`src/design/prre_pkg.sv`:
```
`timescale 1ns / 1ps
// Shared types and constants of the page replacement engine.
// Depends on nothing; every other design file imports it.
package prre_pkg;

    localparam int PROG_W      = 4;
    localparam int PAGE_W      = 10;
    localparam int ADDR_W      = 20;
    localparam int SHIFT_W     = 4;
    localparam int POLICY_W    = 2;
    localparam int FAULT_W     = 32;
    localparam int IDX_MAX_W   = 8;
    localparam int CFG_IDX_W   = 2;
    localparam int CFG_DATA_W  = 4;
    localparam int OUT_FRAME_W = 4;

    typedef enum logic [1:0] {
        STAT_HIT     = 2'd0,
        STAT_DEMAND  = 2'd1,
        STAT_PREPAGE = 2'd2,
        STAT_RANGE   = 2'd3
    } status_t;

    typedef enum logic [1:0] {
        POL_LRU   = 2'd0,
        POL_FIFO  = 2'd1,
        POL_CLOCK = 2'd2
    } policy_t;

    typedef enum logic [CFG_IDX_W-1:0] {
        CFG_POLICY  = 2'd0,
        CFG_PREPAGE = 2'd1,
        CFG_SHIFT   = 2'd2
    } cfg_index_t;

    typedef enum logic [2:0] {
        TBL_NOP,
        TBL_LOAD,
        TBL_REPLACE,
        TBL_HIT,
        TBL_CLEAR_USE
    } tbl_op_t;

    typedef struct packed {
        tbl_op_t               op;
        logic [IDX_MAX_W-1:0]  idx;
        logic [PROG_W-1:0]     prog;
        logic [PAGE_W-1:0]     page;
    } tbl_cmd_t;

    typedef struct packed {
        logic                  hit;
        logic [IDX_MAX_W-1:0]  hit_idx;
        logic                  free_any;
        logic [IDX_MAX_W-1:0]  free_idx;
    } tbl_stat_t;

endpackage

```
`src/design/prre_table.sv`:
```
`timescale 1ns / 1ps
// Frame table: owner, page, recency rank and use bit of every frame,
// with parallel tag match and first-free search. Depends on prre_pkg.
module prre_table import prre_pkg::*; #(
    parameter int FRAMES = 16,
    localparam int FW = $clog2(FRAMES)
) (
    input  logic               aclk,
    input  logic               aresetn,
    input  logic [PROG_W-1:0]  key_prog,
    input  logic [PAGE_W-1:0]  key_page,
    input  tbl_cmd_t           cmd,
    input  logic [FW-1:0]      rd_idx,
    output tbl_stat_t          stat,
    output logic [FW-1:0]      rd_rank,
    output logic               rd_use,
    output logic [PROG_W-1:0]  rd_owner,
    output logic [PAGE_W-1:0]  rd_page
);

    logic              valid_reg [FRAMES];
    logic              valid_next[FRAMES];
    logic [PROG_W-1:0] owner_reg [FRAMES];
    logic [PROG_W-1:0] owner_next[FRAMES];
    logic [PAGE_W-1:0] page_reg  [FRAMES];
    logic [PAGE_W-1:0] page_next [FRAMES];
    logic [FW-1:0]     rank_reg  [FRAMES];
    logic [FW-1:0]     rank_next [FRAMES];
    logic              use_reg   [FRAMES];
    logic              use_next  [FRAMES];
    logic [FW:0]       count_reg;
    logic [FW:0]       count_next;
    logic [FW-1:0]     f;
    logic [FW-1:0]     r;

    assign rd_rank  = rank_reg[rd_idx];
    assign rd_use   = use_reg[rd_idx];
    assign rd_owner = owner_reg[rd_idx];
    assign rd_page  = page_reg[rd_idx];

    // Lowest matching frame and lowest free frame.
    always_comb begin
        stat = '0;
        for (int i = FRAMES - 1; i >= 0; i--) begin
            if (valid_reg[i] && owner_reg[i] == key_prog && page_reg[i] == key_page) begin
                stat.hit     = 1'b1;
                stat.hit_idx = IDX_MAX_W'(i);
            end
            if (!valid_reg[i]) begin
                stat.free_any = 1'b1;
                stat.free_idx = IDX_MAX_W'(i);
            end
        end
    end

    always_comb begin
        f = cmd.idx[FW-1:0];
        r = rank_reg[f];
        count_next = count_reg;
        if (cmd.op == TBL_LOAD) begin
            count_next = count_reg + 1'b1;
        end
        for (int i = 0; i < FRAMES; i++) begin
            valid_next[i] = valid_reg[i];
            owner_next[i] = owner_reg[i];
            page_next[i]  = page_reg[i];
            rank_next[i]  = rank_reg[i];
            use_next[i]   = use_reg[i];
            case (cmd.op)
                TBL_LOAD: begin
                    if (FW'(i) == f) begin
                        valid_next[i] = 1'b1;
                        owner_next[i] = cmd.prog;
                        page_next[i]  = cmd.page;
                        rank_next[i]  = count_reg[FW-1:0];
                        use_next[i]   = 1'b1;
                    end
                end
                TBL_REPLACE, TBL_HIT: begin
                    // The touched frame becomes most recent; newer ones slide down.
                    if (FW'(i) == f) begin
                        rank_next[i] = FW'(count_reg - 1'b1);
                        use_next[i]  = 1'b1;
                        if (cmd.op == TBL_REPLACE) begin
                            owner_next[i] = cmd.prog;
                            page_next[i]  = cmd.page;
                        end
                    end else if (valid_reg[i] && rank_reg[i] > r) begin
                        rank_next[i] = rank_reg[i] - 1'b1;
                    end
                end
                TBL_CLEAR_USE: begin
                    if (FW'(i) == f) begin
                        use_next[i] = 1'b0;
                    end
                end
                default: begin
                end
            endcase
        end
    end

    always_ff @(posedge aclk) begin
        for (int i = 0; i < FRAMES; i++) begin
            owner_reg[i] <= owner_next[i];
            page_reg[i]  <= page_next[i];
            rank_reg[i]  <= rank_next[i];
        end
        if (!aresetn) begin
            count_reg <= '0;
            for (int i = 0; i < FRAMES; i++) begin
                valid_reg[i] <= 1'b0;
                use_reg[i]   <= 1'b0;
            end
        end else begin
            count_reg <= count_next;
            for (int i = 0; i < FRAMES; i++) begin
                valid_reg[i] <= valid_next[i];
                use_reg[i]   <= use_next[i];
            end
        end
    end

endmodule

```
`src/design/page_replacement_engine.sv`:
```
`timescale 1ns / 1ps
// Page replacement engine top level: access sequencer, victim scan and result register.
// Depends on prre_pkg and prre_table.
// A fault loads a free frame or evicts a victim chosen by FIFO, an LRU scan or a clock scan;
// a prepaged result follows the demand result.
// One access at a time: s_tready returns as the last result is registered, and the victim
// scan, one frame per cycle, sets the worst case.
// Synchronous active-low reset empties all frames, clears pointers and counter and restores default config.
module page_replacement_engine import prre_pkg::*; #(
    parameter int FRAMES            = 16,
    parameter int PROGRAMS          = 16,
    parameter int PAGES_PER_PROGRAM = 1024
) (
    input  logic                   aclk,
    input  logic                   aresetn,
    // Configuration write port; no read-back.
    input  logic                   cfg_wr_en,
    input  logic [CFG_IDX_W-1:0]   cfg_index,
    input  logic [CFG_DATA_W-1:0]  cfg_wdata,
    // Access input. tdata: program_id [3:0], byte_address [23:4], last_page [33:24].
    input  logic                   s_tvalid,
    output logic                   s_tready,
    input  logic [39:0]            s_tdata,
    // Results. tdata: frame_index [3:0], page_number [13:4], evicted_valid [14],
    // evicted_program [18:15], evicted_page [28:19], fault_total [60:29].
    // tuser: status [1:0]. tlast: last result of the access.
    output logic                   m_tvalid,
    input  logic                   m_tready,
    output logic [63:0]            m_tdata,
    output logic [1:0]             m_tuser,
    output logic                   m_tlast
);

    localparam int FW = $clog2(FRAMES);

    typedef enum logic [2:0] {
        S_IDLE, S_LOOK, S_PRE, S_LOAD, S_SCAN, S_REPL
    } state_t;

    state_t             state_reg, state_next;
    logic [POLICY_W-1:0] policy_reg, policy_next;
    logic               prep_reg, prep_next;
    logic [SHIFT_W-1:0] shift_reg, shift_next;

    logic [PROG_W-1:0]  prog_reg, prog_next;
    logic [ADDR_W-1:0]  page_reg, page_next;     // full shifted address
    logic [PAGE_W-1:0]  last_reg, last_next;
    logic [PAGE_W-1:0]  npage_reg, npage_next;   // following page for prepaging
    logic [PAGE_W-1:0]  tgt_reg, tgt_next;       // page being loaded
    logic               pre_reg, pre_next;
    logic               second_reg, second_next;
    logic [FW-1:0]      fifo_reg, fifo_next;
    logic [FW-1:0]      hand_reg, hand_next;
    logic [FW-1:0]      scan_reg, scan_next;
    logic [FW-1:0]      vic_reg, vic_next;
    logic [FW:0]        best_reg, best_next;
    logic [FAULT_W-1:0] fault_reg, fault_next;

    logic               ovalid_reg, ovalid_next;
    status_t            ostat_reg, ostat_next;
    logic [FW-1:0]      oframe_reg, oframe_next;
    logic [PAGE_W-1:0]  opage_reg, opage_next;
    logic               oev_reg, oev_next;
    logic [PROG_W-1:0]  oevprog_reg, oevprog_next;
    logic [PAGE_W-1:0]  oevpage_reg, oevpage_next;
    logic [FAULT_W-1:0] ofault_reg, ofault_next;
    logic               olast_reg, olast_next;

    logic [PAGE_W-1:0]  key_page;
    tbl_cmd_t           cmd;
    tbl_stat_t          stat;
    logic [FW-1:0]      rd_idx;
    logic [FW-1:0]      rd_rank;
    logic               rd_use;
    logic [PROG_W-1:0]  rd_owner;
    logic [PAGE_W-1:0]  rd_page;
    logic               out_free;
    logic               out_of_range;
    logic               lru_take;
    logic [FW-1:0]      scan_inc;

    prre_table #(.FRAMES(FRAMES)) u_table (
        .aclk     (aclk),
        .aresetn  (aresetn),
        .key_prog (prog_reg),
        .key_page (key_page),
        .cmd      (cmd),
        .rd_idx   (rd_idx),
        .stat     (stat),
        .rd_rank  (rd_rank),
        .rd_use   (rd_use),
        .rd_owner (rd_owner),
        .rd_page  (rd_page)
    );

    assign s_tready = (state_reg == S_IDLE);
    assign out_free = !ovalid_reg || m_tready;

    // The lookup key follows the phase: demanded page, then following page, then target.
    assign key_page = (state_reg == S_LOOK) ? page_reg[PAGE_W-1:0] :
                      (state_reg == S_PRE)  ? npage_reg : tgt_reg;
    assign rd_idx   = (state_reg == S_REPL) ? vic_reg : scan_reg;

    assign out_of_range = (page_reg > ADDR_W'(last_reg))
                       || (32'(page_reg) >= PAGES_PER_PROGRAM)
                       || (32'(prog_reg) >= PROGRAMS);
    assign lru_take = ({1'b0, rd_rank} < best_reg);
    assign scan_inc = (32'(scan_reg) == FRAMES - 1) ? '0 : scan_reg + 1'b1;

    always_comb begin
        state_next   = state_reg;
        policy_next  = policy_reg;
        prep_next    = prep_reg;
        shift_next   = shift_reg;
        prog_next    = prog_reg;
        page_next    = page_reg;
        last_next    = last_reg;
        npage_next   = npage_reg;
        tgt_next     = tgt_reg;
        pre_next     = pre_reg;
        second_next  = second_reg;
        fifo_next    = fifo_reg;
        hand_next    = hand_reg;
        scan_next    = scan_reg;
        vic_next     = vic_reg;
        best_next    = best_reg;
        fault_next   = fault_reg;
        ovalid_next  = ovalid_reg && !m_tready;
        ostat_next   = ostat_reg;
        oframe_next  = oframe_reg;
        opage_next   = opage_reg;
        oev_next     = oev_reg;
        oevprog_next = oevprog_reg;
        oevpage_next = oevpage_reg;
        ofault_next  = ofault_reg;
        olast_next   = olast_reg;
        cmd          = '0;
        cmd.op       = TBL_NOP;
        cmd.prog     = prog_reg;
        cmd.page     = tgt_reg;

        if (cfg_wr_en) begin
            case (cfg_index)
                CFG_POLICY:  policy_next = cfg_wdata[POLICY_W-1:0];
                CFG_PREPAGE: prep_next   = cfg_wdata[0];
                CFG_SHIFT:   shift_next  = cfg_wdata[SHIFT_W-1:0];
                default: begin
                end
            endcase
        end

        case (state_reg)
            S_IDLE: begin
                if (s_tvalid) begin
                    prog_next  = s_tdata[3:0];
                    page_next  = s_tdata[23:4] >> shift_reg;
                    last_next  = s_tdata[33:24];
                    state_next = S_LOOK;
                end
            end
            S_LOOK: begin
                // Range check and hit handling answer once the output register is free; a miss counts a fault.
                if (out_of_range || stat.hit) begin
                    if (out_free) begin
                        ovalid_next  = 1'b1;
                        ostat_next   = out_of_range ? STAT_RANGE : STAT_HIT;
                        oframe_next  = out_of_range ? '0 : stat.hit_idx[FW-1:0];
                        opage_next   = page_reg[PAGE_W-1:0];
                        oev_next     = 1'b0;
                        oevprog_next = '0;
                        oevpage_next = '0;
                        ofault_next  = fault_reg;
                        olast_next   = 1'b1;
                        if (!out_of_range) begin
                            cmd.op  = TBL_HIT;
                            cmd.idx = stat.hit_idx;
                        end
                        state_next = S_IDLE;
                    end
                end else begin
                    if (fault_reg != '1) begin
                        fault_next = fault_reg + 1'b1;
                    end
                    npage_next = (page_reg == ADDR_W'(last_reg)) ? '0
                               : page_reg[PAGE_W-1:0] + 1'b1;
                    state_next = S_PRE;
                end
            end
            S_PRE: begin
                pre_next    = prep_reg && !stat.hit && (npage_reg != page_reg[PAGE_W-1:0]);
                second_next = 1'b0;
                tgt_next    = page_reg[PAGE_W-1:0];
                state_next  = S_LOAD;
            end
            S_LOAD: begin
                if (stat.free_any) begin
                    if (out_free) begin
                        cmd.op       = TBL_LOAD;
                        cmd.idx      = stat.free_idx;
                        ovalid_next  = 1'b1;
                        ostat_next   = second_reg ? STAT_PREPAGE : STAT_DEMAND;
                        oframe_next  = stat.free_idx[FW-1:0];
                        opage_next   = tgt_reg;
                        oev_next     = 1'b0;
                        oevprog_next = '0;
                        oevpage_next = '0;
                        ofault_next  = fault_reg;
                        olast_next   = second_reg || !pre_reg;
                        if (pre_reg && !second_reg) begin
                            second_next = 1'b1;
                            tgt_next    = npage_reg;
                        end else begin
                            state_next = S_IDLE;
                        end
                    end
                end else if (policy_reg == POL_FIFO) begin
                    vic_next   = fifo_reg;
                    fifo_next  = (32'(fifo_reg) == FRAMES - 1) ? '0 : fifo_reg + 1'b1;
                    state_next = S_REPL;
                end else if (policy_reg == POL_CLOCK) begin
                    scan_next  = hand_reg;
                    state_next = S_SCAN;
                end else begin
                    scan_next  = '0;
                    best_next  = '1;
                    state_next = S_SCAN;
                end
            end
            S_SCAN: begin
                // One frame per cycle: clock hand step or running rank minimum.
                if (policy_reg == POL_CLOCK) begin
                    if (!rd_use) begin
                        vic_next   = scan_reg;
                        hand_next  = scan_inc;
                        state_next = S_REPL;
                    end else begin
                        cmd.op    = TBL_CLEAR_USE;
                        cmd.idx   = IDX_MAX_W'(scan_reg);
                        scan_next = scan_inc;
                    end
                end else begin
                    if (lru_take) begin
                        best_next = {1'b0, rd_rank};
                        vic_next  = scan_reg;
                    end
                    scan_next = scan_inc;
                    if (32'(scan_reg) == FRAMES - 1) begin
                        state_next = S_REPL;
                    end
                end
            end
            S_REPL: begin
                if (out_free) begin
                    cmd.op       = TBL_REPLACE;
                    cmd.idx      = IDX_MAX_W'(vic_reg);
                    ovalid_next  = 1'b1;
                    ostat_next   = second_reg ? STAT_PREPAGE : STAT_DEMAND;
                    oframe_next  = vic_reg;
                    opage_next   = tgt_reg;
                    oev_next     = 1'b1;
                    oevprog_next = rd_owner;
                    oevpage_next = rd_page;
                    ofault_next  = fault_reg;
                    olast_next   = second_reg || !pre_reg;
                    if (pre_reg && !second_reg) begin
                        second_next = 1'b1;
                        tgt_next    = npage_reg;
                        state_next  = S_LOAD;
                    end else begin
                        state_next = S_IDLE;
                    end
                end
            end
            default: begin
                state_next = S_IDLE;
            end
        endcase
    end

    always_ff @(posedge aclk) begin
        prog_reg    <= prog_next;
        page_reg    <= page_next;
        last_reg    <= last_next;
        npage_reg   <= npage_next;
        tgt_reg     <= tgt_next;
        scan_reg    <= scan_next;
        vic_reg     <= vic_next;
        best_reg    <= best_next;
        ostat_reg   <= ostat_next;
        oframe_reg  <= oframe_next;
        opage_reg   <= opage_next;
        oev_reg     <= oev_next;
        oevprog_reg <= oevprog_next;
        oevpage_reg <= oevpage_next;
        ofault_reg  <= ofault_next;
        olast_reg   <= olast_next;
        if (!aresetn) begin
            state_reg  <= S_IDLE;
            policy_reg <= POL_LRU;
            prep_reg   <= 1'b0;
            shift_reg  <= SHIFT_W'(2);
            pre_reg    <= 1'b0;
            second_reg <= 1'b0;
            fifo_reg   <= '0;
            hand_reg   <= '0;
            fault_reg  <= '0;
            ovalid_reg <= 1'b0;
        end else begin
            state_reg  <= state_next;
            policy_reg <= policy_next;
            prep_reg   <= prep_next;
            shift_reg  <= shift_next;
            pre_reg    <= pre_next;
            second_reg <= second_next;
            fifo_reg   <= fifo_next;
            hand_reg   <= hand_next;
            fault_reg  <= fault_next;
            ovalid_reg <= ovalid_next;
        end
    end

    assign m_tvalid = ovalid_reg;
    assign m_tuser  = ostat_reg;
    assign m_tlast  = olast_reg;
    assign m_tdata  = {3'b000, ofault_reg, oevpage_reg, oevprog_reg, oev_reg,
                       opage_reg, OUT_FRAME_W'(oframe_reg)};

    // The fault count only moves upward between resets.
    a_fault_monotonic: assert property (@(posedge aclk) disable iff (!aresetn)
        $past(aresetn) |-> fault_reg >= $past(fault_reg))
        else $error("fault counter decreased");

    // An eviction is reported only on a loaded page.
    a_evict_on_load: assert property (@(posedge aclk) disable iff (!aresetn)
        (ovalid_reg && oev_reg) |-> (ostat_reg == STAT_DEMAND || ostat_reg == STAT_PREPAGE))
        else $error("eviction reported on a hit or range error");

    // FIFO never needs a frame scan.
    a_no_fifo_scan: assert property (@(posedge aclk) disable iff (!aresetn)
        (state_reg == S_SCAN) |-> (policy_reg != POL_FIFO))
        else $error("victim scan entered under FIFO policy");

endmodule

```
`config.mk`:
```
export PLATFORM = sky130hd
export DESIGN_NAME = page_replacement_engine
export DESIGN_NICKNAME = d
export VERILOG_FILES = /design/src/design/prre_pkg.sv /design/src/design/prre_table.sv /design/src/design/page_replacement_engine.sv
export SDC_FILE = /design/constraint.sdc
export NUM_CORES = 1
export LEC_CHECK = 0
export ABC_AREA = 1
export BUFFER_PORTS_ARGS = -buffer_cell sky130_fd_sc_hd__buf_4
export CAP_MARGIN = 40
export CORE_MARGIN = 2
export CORE_UTILIZATION = 45
export DETAILED_ROUTE_END_ITERATION = 12
export PLACE_DENSITY = 0.6
export SETUP_SLACK_MARGIN = 0.3
export SLEW_MARGIN = 20
export SYNTH_ARGS = -nofsm -noshare
export SYNTH_HDL_FRONTEND = slang
export SYNTH_SLANG_ARGS = --single-unit
```
`constraint.sdc`:
```
create_clock -name aclk -period 5.01 [get_ports aclk]
set_clock_uncertainty 0.1 [all_clocks]
set_input_delay 0.2505 -clock aclk [delete_from_list [all_inputs] [get_ports aclk]]
set_output_delay 0.2505 -clock aclk [all_outputs]
set_load 0.02 [all_outputs]
```
==> metrics.md <==
| Metric | Value |
|---|---|
| Run status | complete, but fails checks |
| Failing checks | setup timing |
| Avg Inst Size Synth | 8.059 um2 |
| Worst Hold Margin | ~25 ps |
| Sink Count | 508 |
| Most used DFF post-synth | edfxtp_1 |
| Synth Instances | roughly 3900 |
| Worst stage delay on the critical path | 360 ps |
| DRC | 0 |
| # fillers | 6238 |
| Final WL | between 100000 and 150000 um |
| Pwr/cell area | around 440 nW/um2 |
| CTS H-tree depth | 2 |
| Worst path arrival time | 5440 ps |
| CP startpoint kind | flop |
| Crit Path Class | reg -> reg |
| Post-DRT Antenna Nets | 0 |
| Final setup margin | -221.3 ps |
| I/O Pins | 120 |
| Layout cells sized above 1 | between 20% and 30% |
| CTS tree | built |
| DP Cell Count | a little over 5000 |
| FF/Latch Area | roughly 15000 um2 |
| Core area | a little under 70000 um2 |
| Largest net degree at the start of global routing | 91 |
| Core Rows | 96 |
| Max FFs per register | between 150 and 200 |
| Worst Hold Class | in -> reg |
| CP max-delay cell | dfxtp_4 |
| Setup violations, final | 64 |
| Final non-filler cell total | between 5000 and 6000 |
| First-pass GRT wire length | between 150000 and 200000 um |
| LEAKAGE | approximately 17 nW |
| Setup TNS after final layout | -7023 ps |
| Critical Path Most Common Cell | nand2_1 |
| Final net count | 4497 |
| Final worst path period need | roughly 5200 ps |
| Final Cell Area | slightly below 40000 um2 |
| Yosys reg bits | 508 |
| Clock slew at reported path FFs | ~60 ps |
| Final Cycle Share | 104.4% |
| Clock Latency Late Sink | about 650 ps |
| Post-synthesis cell area | 31120 um2 |
| WP data required | 5220 ps |
| IO Port Bufs | 110 |
| Antenna violations before repair | 2 |
| Fraction of registers with async set/reset | 0% |
| RSZ-0062 raised after global routing | yes |
| Chip width | around 270 um |
| Total grt overflow | 0 |
| Vias per cell | approximately 5.5 |
| Clock buffer count from CTS | 57 |
| Dpl hpwl | just under 80000 um |
| Max Cap Viol | 0 |
| TritonRoute pass-1 iters | 6 |
| Slew margin rel. | approximately 47% |
| Fmax | 191.2 MHz |
| Gr usage total | roughly 30% |
| Sequential cell area fraction in the yosys report | around 47% |
| Synthesis Warnings | 0 |
| Actual slew at the worst max-slew pin | ~790 ps |
| Number of flops mapped to enable cells by yosys | roughly 440 |
| DRT iter0 DRCs | approximately 3300 |
| Die Y-Extent | between 200 and 300 um |
| Placed Area | between 30000 and 40000 um2 |
| Final hold violations | 0 |
| CTS root buffer | clkbuf_16 |
| Final GP Congestion | 0.9604 |
| CP Max Fanout | 7 |
| Crit end category | flop |
| Multi-input combinational cell area | around 15000 um2 |
| Syn-to-layout area delta | 27.87% |
| Peak VDD IR | approximately 0.33 mV |
| Die ar. | roughly 70000 um2 |
| Final Slew Violations | 0 |
| Starting Density | a little under half |
| Post-synth cell types | 61 |
| Pre-CTS setup slack | -421.7 ps |
| Via Count | 29480 |
| CTS max path bufs | 3 |
| Routed WL per cell | slightly above 20 um |
| Vias in the first global route | 27640 |
cell usage after synthesis (49+ instances only):
cell type / number / share of area (%)
edfxtp_1: 435 / 42
nand4_1: 112 / 2.3
inv_1: 471 / 5.7
xor2_1: 67 / 1.9
nand3_1: 259 / 4.2
o21ai_0: 321 / 5.2
clkbuf_1: 109 / 1.3
ha_1: 100 / 4.0
nor3_1: 49 / 0.79
nor2_1: 278 / 3.4
nand2_1: 916 / 11
o211ai_1: 60 / 1.4
a21oi_1: 271 / 4.4
dfxtp_1: 73 / 4.7
path summary, 6_finish.rpt:
path	cells past startpoint	startpoint	slack, ps	end
setup / recovery	44	state_reg[0]	-220	u_table.rank_reg[15][0]
hold / removal	3	aresetn	20	u_table.count_reg[3]
setup reg to reg	44	state_reg[0]	-220	u_table.rank_reg[15][0]
hold reg to reg	0	fault_reg[9]	360	ofault_reg[9]
logic make-up after synthesis:
kind of cell | Yosys count | synth area share, %
AO/OA/AOI/OAI | 751 | 13.33
XOR/XNOR | 86 | 2.420
adder cells (fa/ha/maj) | 100 | 4.020
buffers and inverters | 669 | 8.671
flip-flops | 508 | 46.66
multiplexers | 6 | 0.1930
other | 1 | 0.01205
AND/OR/NAND/NOR | 1741 | 24.69
area by class of cell:
type / count / area share (%)
multi-input combinational: 2688 / 37.27
sequential: 508 / 36.51
timing repair buffer: 589 / 13.64
inverter: 502 / 4.801
clock buffer: 71 / 3.870
tap: 931 / 2.927
clock inverter: 37 / 0.9715
antenna: 2 / 0.01258
routing by layer:
metal | global-route usage [%] | wire, um | up-vias
met3 | 5.379 | 10360 | 214
met1 | 42.98 | 47240 | 13820
li1 | - | - | 14110
met5 | 0 | 0 | -
met4 | 9.505 | 3512 | 0
met2 | 46.76 | 48200 | 1338
power breakdown:
part | leakage (nW) | internal, mW | total (mW) | switching [mW]
Clock | 0.945 | 2.50 | 4.35 | 1.85
Combinational | 11.6 | 3.20 | 8.05 | 4.85
Sequential | 4.59 | 5.08 | 5.27 | 0.190
layout by cell type, fill, tap and decap left out, types with 51 or more instances in the layout:
cell       instances
o21ai_0          307
dfxtp_1           70
nand2_1          872
nand2_2           51
nand3_1          236
xor2_1            63
o211ai_1          60
ha_1              86
nor2_1           248
inv_1            457
clkbuf_16         61
edfxtp_1         435
nand4_1          112
a21oi_1          264
buf_4            473
buf_12            55
metrics by stage:
step / utilization [%] / power, mW
floorplan: - / 9.254
global placement: 52.19 / 12.27
detailed placement: 52.33 / 12.36
CTS: 56.71 / 17.10
global route: 58.03 / 18.54
finish: 58.03 / 17.66
worst max-delay path: cells and delay by family, from the launching register on:
kind,cells,cell delay (ps)
adder cells (fa/ha/maj),1,260
buffers and inverters,8,1030
AND/OR/NAND/NOR,31,2530
AO/OA/AOI/OAI,4,630
flip-flops,1,360
what timing repair did:
action / 4_1_cts / 5_1_grt
pin swaps: 44 / 52
setup buffers: 22 / 25
hold buffers: 32 / 0
endpoints found under the setup margin: 64 / 306
gates cloned: 2 / 4
hold endpoints to repair: 29 / 0
resized for setup: 121 / 130
No activity file was read; power rests on OpenSTA's default activity.
